==> src/rtl/core/bfir_pkg.sv <==
`default_nettype none

package bfir_pkg;

  localparam int TAPS_DEF    = 64;
  localparam int COEF_BITS   = 16;
  localparam int SAMPLE_W    = 12;
  localparam int X_W         = SAMPLE_W + 1;
  localparam int TAP_FIELD_W = 6;
  localparam int TAP_IDX_W   = 8;

  localparam int FS_SHIFT    = SAMPLE_W;
  localparam int HS_SHIFT    = SAMPLE_W - 1;
  localparam int FULL_SCALE  = (1 << FS_SHIFT) - 1;
  localparam int HALF_SCALE  = (1 << HS_SHIFT) - 1;
  localparam int SCALE_SHIFT = COEF_BITS - 1;

  // magnitude after the 2^15 shift, clamped where the output saturates anyway
  localparam int  T_W         = 2 * SAMPLE_W;
  localparam int  T_CLAMP     = FULL_SCALE * (HALF_SCALE + 2);
  localparam int  Q_W         = SAMPLE_W;
  localparam int  RECIP_SHIFT = 36;
  localparam int  RECIP_W     = 25;
  localparam longint RECIP    = ((64'd1 << RECIP_SHIFT) + FULL_SCALE - 1) / FULL_SCALE;

  localparam int IN_DATA_W  = 40;
  localparam int IN_USER_W  = 2;
  localparam int OUT_DATA_W = 16;
  localparam int OUT_USER_W = 1;

  localparam int TAP_LSB    = 0;
  localparam int COEF_LSB   = TAP_LSB + TAP_FIELD_W;
  localparam int SAMPLE_LSB = COEF_LSB + COEF_BITS;
  localparam int USER_OP    = 0;
  localparam int USER_BANK  = 1;
  localparam int USER_CLIP  = 0;

  localparam int QUEUE_DEPTH = 2;

  typedef enum logic {
    OP_LOAD   = 1'b0,
    OP_FILTER = 1'b1
  } op_t;

  typedef enum logic [2:0] {
    ST_IDLE,
    ST_MAC,
    ST_ABS,
    ST_SCALE,
    ST_RECIP,
    ST_OUT
  } back_state_t;

  typedef struct packed {
    op_t                         op;
    logic                        bank;
    logic [TAP_IDX_W-1:0]        idx;
    logic [COEF_BITS-1:0]        coef;
    logic signed [X_W-1:0]       x;
    logic                        last;
  } cmd_t;

  typedef struct packed {
    logic full;
    logic empty;
  } q_stat_t;

endpackage

`default_nettype wire

==> src/rtl/core/bfir_ram.sv <==
`default_nettype none

module bfir_ram #(
  parameter int WIDTH = bfir_pkg::COEF_BITS,
  parameter int DEPTH = bfir_pkg::TAPS_DEF
) (
  input  logic                     clk,
  input  logic                     we,
  input  logic [$clog2(DEPTH)-1:0] waddr,
  input  logic [WIDTH-1:0]         wdata,
  input  logic [$clog2(DEPTH)-1:0] raddr,
  output logic [WIDTH-1:0]         rdata
);

  logic [WIDTH-1:0] mem_r [DEPTH];
  logic [WIDTH-1:0] rdata_r;

  always_ff @(posedge clk) begin
    if (we) begin
      mem_r[waddr] <= wdata;
    end
    rdata_r <= mem_r[raddr];
  end

  assign rdata = rdata_r;

endmodule

`default_nettype wire

==> src/rtl/core/bfir_queue.sv <==
`default_nettype none

module bfir_queue (
  input  logic              clk,
  input  logic              rst_n,
  input  logic              push,
  input  bfir_pkg::cmd_t    cmd_in,
  input  logic              pop,
  output bfir_pkg::cmd_t    cmd_out,
  output bfir_pkg::q_stat_t stat
);

  import bfir_pkg::*;

  localparam int PTR_W = $clog2(QUEUE_DEPTH);
  localparam int CNT_W = $clog2(QUEUE_DEPTH + 1);

  cmd_t             entry_r [QUEUE_DEPTH];
  logic [PTR_W-1:0] wr_ptr_r, rd_ptr_r;
  logic [CNT_W-1:0] count_r;

  always_ff @(posedge clk) begin
    if (!rst_n) begin
      wr_ptr_r <= '0;
      rd_ptr_r <= '0;
      count_r  <= '0;
    end else begin
      if (push) begin
        wr_ptr_r <= (wr_ptr_r == PTR_W'(QUEUE_DEPTH - 1)) ? '0 : wr_ptr_r + 1'b1;
      end
      if (pop) begin
        rd_ptr_r <= (rd_ptr_r == PTR_W'(QUEUE_DEPTH - 1)) ? '0 : rd_ptr_r + 1'b1;
      end
      if (push && !pop) begin
        count_r <= count_r + 1'b1;
      end else if (pop && !push) begin
        count_r <= count_r - 1'b1;
      end
    end
  end

  always_ff @(posedge clk) begin
    if (push) begin
      entry_r[wr_ptr_r] <= cmd_in;
    end
  end

  assign cmd_out    = entry_r[rd_ptr_r];
  assign stat.full  = (count_r == CNT_W'(QUEUE_DEPTH));
  assign stat.empty = (count_r == '0);

endmodule

`default_nettype wire

==> src/rtl/core/bfir_front.sv <==
`default_nettype none

module bfir_front #(
  parameter int TAPS = bfir_pkg::TAPS_DEF
) (
  input  logic                           clk,
  input  logic                           rst_n,
  input  logic                           in_tvalid,
  output logic                           in_tready,
  input  logic [bfir_pkg::IN_DATA_W-1:0] in_tdata,   // tap_index, coef_value, sample
  input  logic [bfir_pkg::IN_USER_W-1:0] in_tuser,   // op, coef_bank
  input  logic                           cfg_valid,
  output logic                           cfg_ready,
  input  logic                           cfg_data,   // bank_select
  input  bfir_pkg::q_stat_t              q_stat,
  output logic                           q_push,
  output bfir_pkg::cmd_t                 q_cmd
);

  import bfir_pkg::*;

  localparam int IDX_W = $clog2(TAPS);

  logic                   bank_select_r;
  logic [IDX_W-1:0]       pos_r;
  logic                   accept;
  op_t                    op;
  logic [TAP_FIELD_W-1:0] tap;
  logic [SAMPLE_W-1:0]    sample;
  logic                   tap_ok;
  logic                   pos_last;

  assign in_tready = !q_stat.full;
  assign cfg_ready = 1'b1;
  assign accept    = in_tvalid && in_tready;

  assign op       = op_t'(in_tuser[USER_OP]);
  assign tap      = in_tdata[TAP_LSB +: TAP_FIELD_W];
  assign sample   = in_tdata[SAMPLE_LSB +: SAMPLE_W];
  assign tap_ok   = (int'(tap) < TAPS);
  assign pos_last = (pos_r == IDX_W'(TAPS - 1));

  // loads past the last tap are dropped here
  assign q_push = accept && ((op == OP_FILTER) || tap_ok);

  always_comb begin
    q_cmd      = '0;
    q_cmd.op   = op;
    q_cmd.coef = in_tdata[COEF_LSB +: COEF_BITS];
    q_cmd.x    = $signed(X_W'({sample, 1'b0}) - X_W'(FULL_SCALE));
    if (op == OP_FILTER) begin
      q_cmd.bank = bank_select_r;
      q_cmd.idx  = TAP_IDX_W'(pos_r);
      q_cmd.last = pos_last;
    end else begin
      q_cmd.bank = in_tuser[USER_BANK];
      q_cmd.idx  = TAP_IDX_W'(tap);
      q_cmd.last = 1'b0;
    end
  end

  always_ff @(posedge clk) begin
    if (!rst_n) begin
      bank_select_r <= 1'b0;
      pos_r         <= '0;
    end else begin
      if (cfg_valid && cfg_ready) begin
        bank_select_r <= cfg_data;
      end
      if (accept && (op == OP_FILTER)) begin
        pos_r <= pos_last ? '0 : pos_r + 1'b1;
      end
    end
  end

endmodule

`default_nettype wire

==> src/rtl/core/bfir_back.sv <==
`default_nettype none

module bfir_back #(
  parameter int TAPS = bfir_pkg::TAPS_DEF
) (
  input  logic                            clk,
  input  logic                            rst_n,
  input  bfir_pkg::q_stat_t               q_stat,
  input  bfir_pkg::cmd_t                  q_cmd,
  output logic                            q_pop,
  output logic                            out_tvalid,
  input  logic                            out_tready,
  output logic [bfir_pkg::OUT_DATA_W-1:0] out_tdata,  // filtered_sample
  output logic                            out_tlast,
  output logic [bfir_pkg::OUT_USER_W-1:0] out_tuser   // clipped
);

  import bfir_pkg::*;

  localparam int IDX_W  = $clog2(TAPS);
  localparam int CA_W   = $clog2(2 * TAPS);
  localparam int PROD_W = X_W + COEF_BITS;
  localparam int ACC_W  = PROD_W + IDX_W;
  localparam int M_W    = ACC_W + HS_SHIFT;
  localparam int TF_W   = M_W - SCALE_SHIFT;
  localparam int RP_W   = T_W + RECIP_W;

  back_state_t state_r, state_nxt;

  logic                     coef_we, hist_we, out_load;
  logic [CA_W-1:0]          coef_waddr, coef_raddr;
  logic [COEF_BITS-1:0]     coef_rdata;
  logic [IDX_W-1:0]         hist_raddr;
  logic [X_W-1:0]           hist_rdata;

  logic                     bank_r, last_r;
  logic [IDX_W-1:0]         pos_r, k_r;
  logic                     issuing_r, rd_v_r, prod_v_r;
  logic signed [PROD_W-1:0] prod_r;
  logic signed [ACC_W-1:0]  acc_r;
  logic                     neg_r;
  logic [ACC_W-1:0]         abs_r;
  logic [T_W-1:0]           t_r;
  logic [Q_W-1:0]           qe_r;

  logic                     out_tvalid_r, out_last_r, out_clip_r;
  logic [SAMPLE_W-1:0]      out_data_r;

  logic [M_W-1:0]           m;
  logic [TF_W-1:0]          t_full;
  logic [RP_W-1:0]          rp;
  logic [T_W-1:0]           q_x_fs, rem;
  logic [Q_W-1:0]           q_fix;
  logic                     clip;
  logic [SAMPLE_W-1:0]      y;

  assign coef_waddr = (q_cmd.bank ? CA_W'(TAPS) : CA_W'(0)) + CA_W'(q_cmd.idx[IDX_W-1:0]);
  assign coef_raddr = (bank_r ? CA_W'(TAPS) : CA_W'(0)) + CA_W'(k_r);
  assign hist_raddr = pos_r - k_r;

  bfir_ram #(.WIDTH(COEF_BITS), .DEPTH(2 * TAPS)) u_coef_ram (
    .clk   (clk),
    .we    (coef_we),
    .waddr (coef_waddr),
    .wdata (q_cmd.coef),
    .raddr (coef_raddr),
    .rdata (coef_rdata)
  );

  bfir_ram #(.WIDTH(X_W), .DEPTH(TAPS)) u_hist_ram (
    .clk   (clk),
    .we    (hist_we),
    .waddr (q_cmd.idx[IDX_W-1:0]),
    .wdata (q_cmd.x),
    .raddr (hist_raddr),
    .rdata (hist_rdata)
  );

  always_comb begin
    state_nxt = state_r;
    q_pop     = 1'b0;
    coef_we   = 1'b0;
    hist_we   = 1'b0;
    out_load  = 1'b0;
    unique case (state_r)
      ST_IDLE: begin
        if (!q_stat.empty) begin
          q_pop = 1'b1;
          if (q_cmd.op == OP_FILTER) begin
            hist_we   = 1'b1;
            state_nxt = ST_MAC;
          end else begin
            coef_we = 1'b1;
          end
        end
      end
      ST_MAC: begin
        if (!issuing_r && !rd_v_r && !prod_v_r) begin
          state_nxt = ST_ABS;
        end
      end
      ST_ABS:   state_nxt = ST_SCALE;
      ST_SCALE: state_nxt = ST_RECIP;
      ST_RECIP: state_nxt = ST_OUT;
      ST_OUT: begin
        if (!out_tvalid_r || out_tready) begin
          out_load  = 1'b1;
          state_nxt = ST_IDLE;
        end
      end
      default: state_nxt = ST_IDLE;
    endcase
  end

  // |acc| * 2047 / 2^15, then divide by 4095 via reciprocal and one correction
  assign m      = {abs_r, HS_SHIFT'(0)} - M_W'(abs_r);
  assign t_full = m[M_W-1:SCALE_SHIFT];
  assign rp     = t_r * RP_W'(RECIP);
  assign q_x_fs = {qe_r, FS_SHIFT'(0)} - T_W'(qe_r);
  assign rem    = t_r - q_x_fs;
  assign q_fix  = qe_r + Q_W'(rem >= T_W'(FULL_SCALE));

  always_comb begin
    if (neg_r) begin
      clip = (q_fix > Q_W'(HALF_SCALE));
      y    = clip ? '0 : SAMPLE_W'(HALF_SCALE) - q_fix;
    end else begin
      clip = (q_fix > Q_W'(HALF_SCALE + 1));
      y    = clip ? SAMPLE_W'(FULL_SCALE) : SAMPLE_W'(HALF_SCALE) + q_fix;
    end
  end

  always_ff @(posedge clk) begin
    if (!rst_n) begin
      state_r      <= ST_IDLE;
      issuing_r    <= 1'b0;
      rd_v_r       <= 1'b0;
      prod_v_r     <= 1'b0;
      out_tvalid_r <= 1'b0;
    end else begin
      state_r  <= state_nxt;
      rd_v_r   <= (state_r == ST_MAC) && issuing_r;
      prod_v_r <= rd_v_r;
      if (hist_we) begin
        issuing_r <= 1'b1;
      end else if (issuing_r && (k_r == pos_r)) begin
        issuing_r <= 1'b0;
      end
      if (out_load) begin
        out_tvalid_r <= 1'b1;
      end else if (out_tready) begin
        out_tvalid_r <= 1'b0;
      end
    end
  end

  always_ff @(posedge clk) begin
    if (hist_we) begin
      bank_r <= q_cmd.bank;
      pos_r  <= q_cmd.idx[IDX_W-1:0];
      last_r <= q_cmd.last;
      k_r    <= '0;
      acc_r  <= '0;
    end else begin
      if (issuing_r && (k_r != pos_r)) begin
        k_r <= k_r + 1'b1;
      end
      if (prod_v_r) begin
        acc_r <= acc_r + ACC_W'(prod_r);
      end
    end
    prod_r <= $signed(coef_rdata) * $signed(hist_rdata);
    if (state_r == ST_ABS) begin
      neg_r <= acc_r[ACC_W-1];
      abs_r <= acc_r[ACC_W-1] ? ACC_W'(-acc_r) : ACC_W'(acc_r);
    end
    if (state_r == ST_SCALE) begin
      t_r <= (t_full >= TF_W'(T_CLAMP)) ? T_W'(T_CLAMP) : t_full[T_W-1:0];
    end
    if (state_r == ST_RECIP) begin
      qe_r <= rp[RECIP_SHIFT +: Q_W];
    end
    if (out_load) begin
      out_data_r <= y;
      out_last_r <= last_r;
      out_clip_r <= clip;
    end
  end

  assign out_tvalid = out_tvalid_r;
  assign out_tdata  = OUT_DATA_W'(out_data_r);
  assign out_tlast  = out_last_r;
  assign out_tuser  = OUT_USER_W'(out_clip_r);

endmodule

`default_nettype wire

==> src/rtl/core/block_fir_filter_two_banks_top.sv <==
// Operation: a sample at block position p is filtered in the single shared multiply-accumulate
//   loop, one tap per cycle; the back end takes no new command until its result is loaded out.
// A 2-entry command queue lets the input side accept while the filter loop runs.
// Reset (rst_n, synchronous): clears block position, bank_select and all handshake state;
//   coefficient and history memories are not cleared, coefficients are undefined until loaded.
`default_nettype none

module block_fir_filter_two_banks_top #(
  parameter int TAPS = bfir_pkg::TAPS_DEF
) (
  input  logic                            clk,
  input  logic                            rst_n,
  input  logic                            in_tvalid,
  output logic                            in_tready,
  input  logic [bfir_pkg::IN_DATA_W-1:0]  in_tdata,   // tap_index, coef_value, sample
  input  logic [bfir_pkg::IN_USER_W-1:0]  in_tuser,   // op, coef_bank
  output logic                            out_tvalid,
  input  logic                            out_tready,
  output logic [bfir_pkg::OUT_DATA_W-1:0] out_tdata,  // filtered_sample
  output logic                            out_tlast,
  output logic [bfir_pkg::OUT_USER_W-1:0] out_tuser,  // clipped
  input  logic                            cfg_valid,
  output logic                            cfg_ready,
  input  logic                            cfg_data    // bank_select
);

  import bfir_pkg::*;

  q_stat_t q_stat;
  cmd_t    push_cmd, pop_cmd;
  logic    q_push, q_pop;

  bfir_front #(.TAPS(TAPS)) u_front (
    .clk       (clk),
    .rst_n     (rst_n),
    .in_tvalid (in_tvalid),
    .in_tready (in_tready),
    .in_tdata  (in_tdata),
    .in_tuser  (in_tuser),
    .cfg_valid (cfg_valid),
    .cfg_ready (cfg_ready),
    .cfg_data  (cfg_data),
    .q_stat    (q_stat),
    .q_push    (q_push),
    .q_cmd     (push_cmd)
  );

  bfir_queue u_queue (
    .clk     (clk),
    .rst_n   (rst_n),
    .push    (q_push),
    .cmd_in  (push_cmd),
    .pop     (q_pop),
    .cmd_out (pop_cmd),
    .stat    (q_stat)
  );

  bfir_back #(.TAPS(TAPS)) u_back (
    .clk        (clk),
    .rst_n      (rst_n),
    .q_stat     (q_stat),
    .q_cmd      (pop_cmd),
    .q_pop      (q_pop),
    .out_tvalid (out_tvalid),
    .out_tready (out_tready),
    .out_tdata  (out_tdata),
    .out_tlast  (out_tlast),
    .out_tuser  (out_tuser)
  );

  a_queue_stat: assert property (@(posedge clk) disable iff (!rst_n)
    !(q_stat.full && q_stat.empty))
    else $error("queue reports full and empty");

  a_no_overflow: assert property (@(posedge clk) disable iff (!rst_n)
    q_push |-> !q_stat.full)
    else $error("push into full queue");

  a_no_underflow: assert property (@(posedge clk) disable iff (!rst_n)
    q_pop |-> !q_stat.empty)
    else $error("pop from empty queue");

  a_push_fills: assert property (@(posedge clk) disable iff (!rst_n)
    (q_push && !q_pop) |=> !q_stat.empty)
    else $error("queue empty after push");

endmodule

`default_nettype wire

==> config.mk <==
export PLATFORM = sky130hd
export DESIGN_NAME = block_fir_filter_two_banks_top
export DESIGN_NICKNAME = d
export VERILOG_FILES = /design/src/rtl/core/bfir_pkg.sv /design/src/rtl/core/bfir_ram.sv /design/src/rtl/core/bfir_queue.sv /design/src/rtl/core/bfir_front.sv /design/src/rtl/core/bfir_back.sv /design/src/rtl/core/block_fir_filter_two_banks_top.sv
export SDC_FILE = /design/constraint.sdc
export NUM_CORES = 2
export LEC_CHECK = 0
export ABC_AREA = 1
export BUFFER_PORTS_ARGS = -buffer_cell sky130_fd_sc_hd__buf_4
export CAP_MARGIN = 40
export CORE_AREA = 8 8 627 382
export CTS_BUF_LIST = sky130_fd_sc_hd__clkbuf_8
export DETAILED_ROUTE_END_ITERATION = 8
export DIE_AREA = 0 0 635 390
export PLACE_DENSITY = 0.79
export SYNTH_ARGS = -nofsm -noshare
export SYNTH_HDL_FRONTEND = slang
export SYNTH_SLANG_ARGS = --single-unit
==> constraint.sdc <==
create_clock -name clk -period 5.8 [get_ports clk]
set_clock_uncertainty 0.2 [all_clocks]
set_input_delay 0.29 -clock clk [delete_from_list [all_inputs] [get_ports clk]]
set_output_delay 0.29 -clock clk [all_outputs]
set_load 0.02 [all_outputs]
== After elaboration in Yosys (flattened, before gate mapping) ==
Memories as Yosys holds them, arrays and structs flattened. A register that Yosys moved wholly into a read port is not among the register bits.
Cells that the tools add are included.

* Reduce and logical (&&, ||, !) cells: 23
* Bitwise operators: 0
* Order comparisons: 4
* Shifts and indexed selects: 0
* $add $sub $neg: 18
* Muxes and demuxes: 41
* Eq/ne operators: 13
* Divide/modulo/power cells: 0
* $mul: 2

{| class="wikitable"
|+ Operators by type and width
! operator !! count
|-
| $mul A24 B24 Y47 const B || 1
|-
| $sub A46 B35 Y46 || 1
|-
| $mux W12 || 3
|-
| $add A35 B29 Y35 || 1
|-
| $neg A35 Y35 || 1
|-
| $mux W34 || 1
|-
| $ge A31 B24 Y1 const B || 1
|-
| $mul A16 B13 Y29 || 1
|-
| $mux W1 || 26
|-
| $ge A24 B12 Y1 const B || 1
|-
| $sub A24 B12 Y24 || 1
|-
| $sub A24 B24 Y24 || 1
|-
| $pmux W3 S6 || 1
|-
| $add A7 B6 Y7 || 2
|-
| $mux W7 || 2
|-
| $sub A13 B12 Y13 const B || 1
|-
| $add A11 B12 Y12 const A || 1
|-
| $add A12 B1 Y12 || 1
|-
| $add A6 B1 Y6 const B || 2
|-
| $gt A12 B11 Y1 const B || 1
|-
| $gt A12 B12 Y1 const B || 1
|-
| $mux W3 || 4
|-
| $sub A11 B12 Y12 const A || 1
|-
| $logic_and A1 B1 Y1 || 9
|-
| other kinds (22) || 36
|}

* Register bits: 182
* Bits of input ports: 48
* Bits in latches: 0
* Output and inout port bits: 21
* ROM bits: 0
* Logic and storage cells: 128
* Bits in writable memories: 2960
* Memories: 3

{| class="wikitable"
|+ Memories
! memory !! words !! bits a word !! read ports !! clocked after Yosys merged registers in !! wr ports !! RTL line !! text
|-
| u_back.u_coef_ram.mem_r || 128 || 16 || 1 || 1 || 1 || bfir_ram.sv:15 || <nowiki>logic [WIDTH-1:0] mem_r [DEPTH];</nowiki>
|-
| u_back.u_hist_ram.mem_r || 64 || 13 || 1 || 1 || 1 || bfir_ram.sv:15 ||
|-
| u_queue.entry_r || 2 || 40 || 1 || 1 || 1 || bfir_queue.sv:18 || <nowiki>cmd_t entry_r [QUEUE_DEPTH];</nowiki>
|}

== Longest topological paths before layout ==
* Word-level depth: 7
* Mapped depth: 34

== By module ==
A second synthesis with hierarchy kept.

* Cell total of the unflattened synthesis: 13068
* Area total of the unflattened synthesis: 143881.7 µm²

{| class="wikitable"
|+ Modules (own cells, without submodules)
! module !! times used !! cells each !! area each (µm²) !! seq. area each (µm²)
|-
| bfir_ram (u_back.u_coef_ram) || 1 || 6793 || 82828.2 || 61819.3
|-
| bfir_ram (u_back.u_hist_ram) || 1 || 2874 || 34021.4 || 25244.2
|-
| bfir_back || 1 || 3127 || 23198.5 || 4364.2
|-
| bfir_queue || 1 || 159 || 3125.5 || 2502.4
|-
| bfir_front || 1 || 115 || 708.2 || 140.1
|}

== Worst setup path after synthesis ==
Ideal clock, no wire load.

* Path kind: reg2reg
* Start: register u_back.u_hist_ram.rdata_r[1], in the netlist u_back.u_hist_ram.rdata[1] (read register of u_back.u_hist_ram.mem_r)
* End: register u_back.prod_r[25]
* Setup time: 0.120 ns
* Buffers on the path: 2
* Path slack: 0.131 ns
* Arrival: 5.349 ns
* Required time: 5.480 ns
* Stages on the path, launching flop included: 22
* Cell sequence: dfxtp_1 -> clkbuf_1 -> clkbuf_1 -> nand2_1 -> fa_1 -> inv_1 -> fa_1 -> fa_1 -> inv_1 -> fa_1 -> inv_1 -> fa_1 -> fa_1 -> ha_1 -> a21oi_1 -> nand2_1 -> a211o_1 -> a31oi_1 -> o21bai_1 -> nand2_1 -> nand2_1 -> xor2_1

* Cells in the longest elaborated chain, start to end: 1

{| class="wikitable"
|+ RTL lines
! item !! RTL line !! text
|-
| from (decl) || bfir_ram.sv:16 || <nowiki>logic [WIDTH-1:0] rdata_r;</nowiki>
|-
| $mul A16 B13 Y29 || bfir_back.sv:172 || <nowiki>prod_r <= $signed(coef_rdata) * $signed(hist_rdata);</nowiki>
|-
| to (signal assigned) || bfir_back.sv:172 ||
|-
| to (decl) || bfir_back.sv:39 || <nowiki>logic signed [PROD_W-1:0] prod_r;</nowiki>
|}

Every way passes these cells.
A chain may end at the register's enable or synchronous reset.

== Worst setup path in the final report ==
* Start: register u_back.u_hist_ram.rdata_r[7], in the netlist u_back.u_hist_ram.rdata[7] (read register of u_back.u_hist_ram.mem_r)
* End: register u_back.prod_r[25]

The elaborated chain is that of the path after synthesis.

==> summary.md <==
| Metric | Value |
|---|---|
| DR pass1 iterations | `9` |
| Routed WL per cell | `~26 um` |
| Num ports | `between 60 and 70` |
| Max Fclk | `0.179 GHz` |
| Max incr delay on CP | `between 0.5 and 0.6 ns` |
| Cell mode on critical path | `fa_1` |
| Die footprint | `~250000 sq um` |
| Post-Syn Instances | `approximately 11000` |
| Crit path launch type | `flop` |
| First-pass GRT wire length | `approximately 570000 um` |
| Largest net degree at the start of global routing | `194` |
| Fin crit share | `0.962` |
| Clk sink count | `roughly 3100` |
| Tmin final | `~5.6 ns` |
| HPWL Detailed | `approximately 240000 um` |
| MaxCap Viol Count | `0` |
| RSZ-0062 raised after global routing | `true` |
| # fillers | `between 15000 and 20000` |
| CTS Buf Count | `around 430` |
| Final WL | `roughly 390000 um` |
| # DRC | `0` |
| Status | `finished, final reports clean` |
| Row cnt | `137` |
| Antenna violations before repair | `18` |
| Yosys warning total | `0` |
| Total congestion overflow | `0` |
| Final Hold Slack | `around 0.15 ns` |
| Slew margin rel. | `0.333` |
| Root Buffer | `clkbuf_8` |
| DRT iter0 DRCs | `between 10000 and 15000` |
| Required @ worst endpoint | `about 6.5 ns` |
| Core area | `around 230000 sq um` |
| Worst-Margin Slew | `around 1 ns` |
| Final setup vio count | `0` |
| Die width | `635 um` |
| Number of global-route vias before repair | `~90000` |
| IO Port Bufs | `57` |
| Nets | `~12000` |
| WP buf/inv | `6` |
| Antenna Violating Nets Remaining | `0` |
| Layout cells sized above 1 | `0.0967` |
| CP Capture Type | `flop` |
| Clock Pin Slew Worst Setup and Hold Paths | `around 0.07 ns` |
| Initial Utilization | `0.595` |
| Slew Limit Fails | `0` |
| Clock Path Buffers | `4` |
| Mapped cell area | `137000 sq um` |
| Top_reg_cell synth | `edfxtp_1` |
| Number of H-tree branching levels | `5` |
| Crit path cell chain | `buf_4 > buf_4 > nand2_1 > inv_1 > fa_1 > inv_1 > fa_1 > fa_1 > fa_1 > inv_1 > fa_1 > ha_1 > ha_1 > nand2_1 > nor2_1 > a211o_1 > a31oi_1 > buf_4 > o21bai_1 > nand2_1 > nand2_1 > xor2_1` |
| Syn avg cell area | `12.0 sq um` |
| Vias | `between 90000 and 100k` |
| CP Data Arrival Time | `6.25 ns` |
| Final Util | `0.658` |
| Crit path max-delay family | `adder cells` |
| Synth-to-Final Area Change | `10.6%` |
| Setup TNS | `0 ns` |
| Netlist cell types | `57` |
| GP Congestion | `0.929` |
| Vias per cell | `around 6.4` |
| Final Hold Vio Count | `0` |
| CTS tree | `yes` |
| Min-delay worst type | `input port to flop` |
| Asr flop ratio synth | `0` |
| #FFs+latches synth | `approximately 3100` |
| CP Max Fanout | `10` |
| Crit-path slowest cell | `fa_1` |
| Sequential share of the synthesized area | `0.670` |
| Die Span Y | `slightly below 400 um` |
| Tot GR Track Use | `0.301` |
| CP Class | `flop to flop` |
| Post-synth EDFFs | `slightly below 3000` |
| Worst-Skew Late Latency | `1.04 ns` |
kinds of logic after synthesis:
family | Yosys count | synth area share
and+or+nand+nor | 3741 | 0.111
DFF | 3101 | 0.670
AOI/OAI and AO/OA | 2478 | 0.107
buffers and inverters | 1333 | 0.0380
adders and majority gates | 494 | 0.0559
xor gates and xnor gates | 131 | 0.00837
muxes | 128 | 0.00962
other | 2 | 0.0000548
sequential cells by signal, indices dropped and copies added, names as in the netlist, 12 cells and up, named ones only:
signal,count
u_back.u_coef_ram.rdata,16
u_queue.entry_r,74
u_back.u_coef_ram.mem_r,2048
u_back.out_data_r,12
u_back.qe_r,12
u_back.t_r,24
u_back.u_hist_ram.mem_r,768
u_back.abs_r,35
u_back.prod_r,29
u_back.u_hist_ram.rdata,12
u_back.acc_r,35
repair_timing:
action	in CTS	in global routing
gates resized for setup	0	28
hold buffers	75	0
setup endpoints to repair	0	13
hold endpoints to repair	134	0
buffers inserted	0	0
metal layers:
metal  vias up  wire length [um]  part of all wire  track usage
li1      41993                 -                 -            -
met1     47086            152000              0.39        0.435
met2      6950            161000              0.42        0.427
met3       886             60600              0.16        0.107
met4        10             13400             0.034        0.100
met5         -                62           0.00016            0
tightest hold or removal path: cells and delay by family:
family,cells,cell delay [ns]
buffers and inverters,3,0.83
AND/OR/NAND/NOR,1,0.04
AO/OA/AOI/OAI,1,0.07
cell type report:
cell class,instances,area [sq um],share of cell area
diodes,14,35.0,0.000231
clock buffers,432,5950,0.0392
clock inverters,327,1770,0.0117
inverters,668,2540,0.0167
multi-input cells,6977,40300,0.266
flip-flops and latches,3101,92000,0.607
well taps,3058,3830,0.0252
repair buffers,593,5280,0.0348
cells in the mapped netlist, types with 14 or more instances:
cell type / count / share of area
fa_1: 197 / 0.029
dfxtp_1: 117 / 0.017
buf_4: 14 / 0.00077
nor2_1: 1944 / 0.053
nand4_1: 115 / 0.0052
o22ai_1: 319 / 0.015
buf_1: 24 / 0.00066
nand2_1: 1162 / 0.032
buf_2: 122 / 0.0045
edfxtp_1: 2984 / 0.65
a21o_1: 15 / 0.00082
nor2_2: 21 / 0.00096
ha_1: 297 / 0.027
nand3_1: 391 / 0.014
nand3b_1: 17 / 0.00093
o211ai_1: 65 / 0.0036
o21ai_0: 1344 / 0.049
xnor2_1: 32 / 0.0020
o31ai_1: 14 / 0.00077
clkbuf_1: 504 / 0.014
nor3_1: 36 / 0.0013
mux2i_1: 98 / 0.0072
o221ai_1: 298 / 0.019
inv_1: 657 / 0.018
mux2_2: 30 / 0.0025
a31oi_1: 52 / 0.0024
xor2_1: 99 / 0.0063
or2_2: 19 / 0.00087
a21oi_1: 238 / 0.0087
o32ai_1: 95 / 0.0061
path summary, 6_finish.rpt:
| check | from | to | slack, ns | cells after the start |
|---|---|---|---|---|
| setup / recovery | u_back.u_hist_ram.rdata[7] | u_back.prod_r[25] | 0.22 | 22 |
| hold / removal | in_tdata[2] | u_queue.entry_r[1][32] | 0.15 | 5 |
| setup reg to reg | u_back.u_hist_ram.rdata[7] | u_back.prod_r[25] | 0.22 | 22 |
| hold reg to reg | u_back.rd_v_r | u_back.prod_v_r | 0.25 | 2 |
through the flow:
| stage | setup slack [ns] | cells | instance area, sq um |
|---|---|---|---|
| after floorplan | 0.131 | 11411 | 137000 |
| after global placement | 0.171 | 14284 | 143000 |
| after detailed placement | 0.133 | 14320 | 143000 |
| after CTS | 0.102 | 15154 | 151000 |
| after global routing | -0.0692 | 15157 | 152000 |
| final | 0.222 | 15170 | 152000 |
cell usage in the layout (no fill, tap or decap), drive strengths merged, types with 52 or more instances in the layout:
master and instances:
edfxtp 2984, nor2 1965, o21ai 1349, nand2 1166, inv 815, buf 517, clkbuf 433, nand3 396
o22ai 319, o221ai 298, ha 297, a21oi 239, fa 197, clkinv 158, dfxtp 117, nand4 115
xor2 99, mux2i 98, o32ai 95, dlygate4sd3 75, o211ai 65, a31oi 52
Power is not shown: default switching activity piles up to over one toggle a cycle in this logic, so the estimate is an artifact.
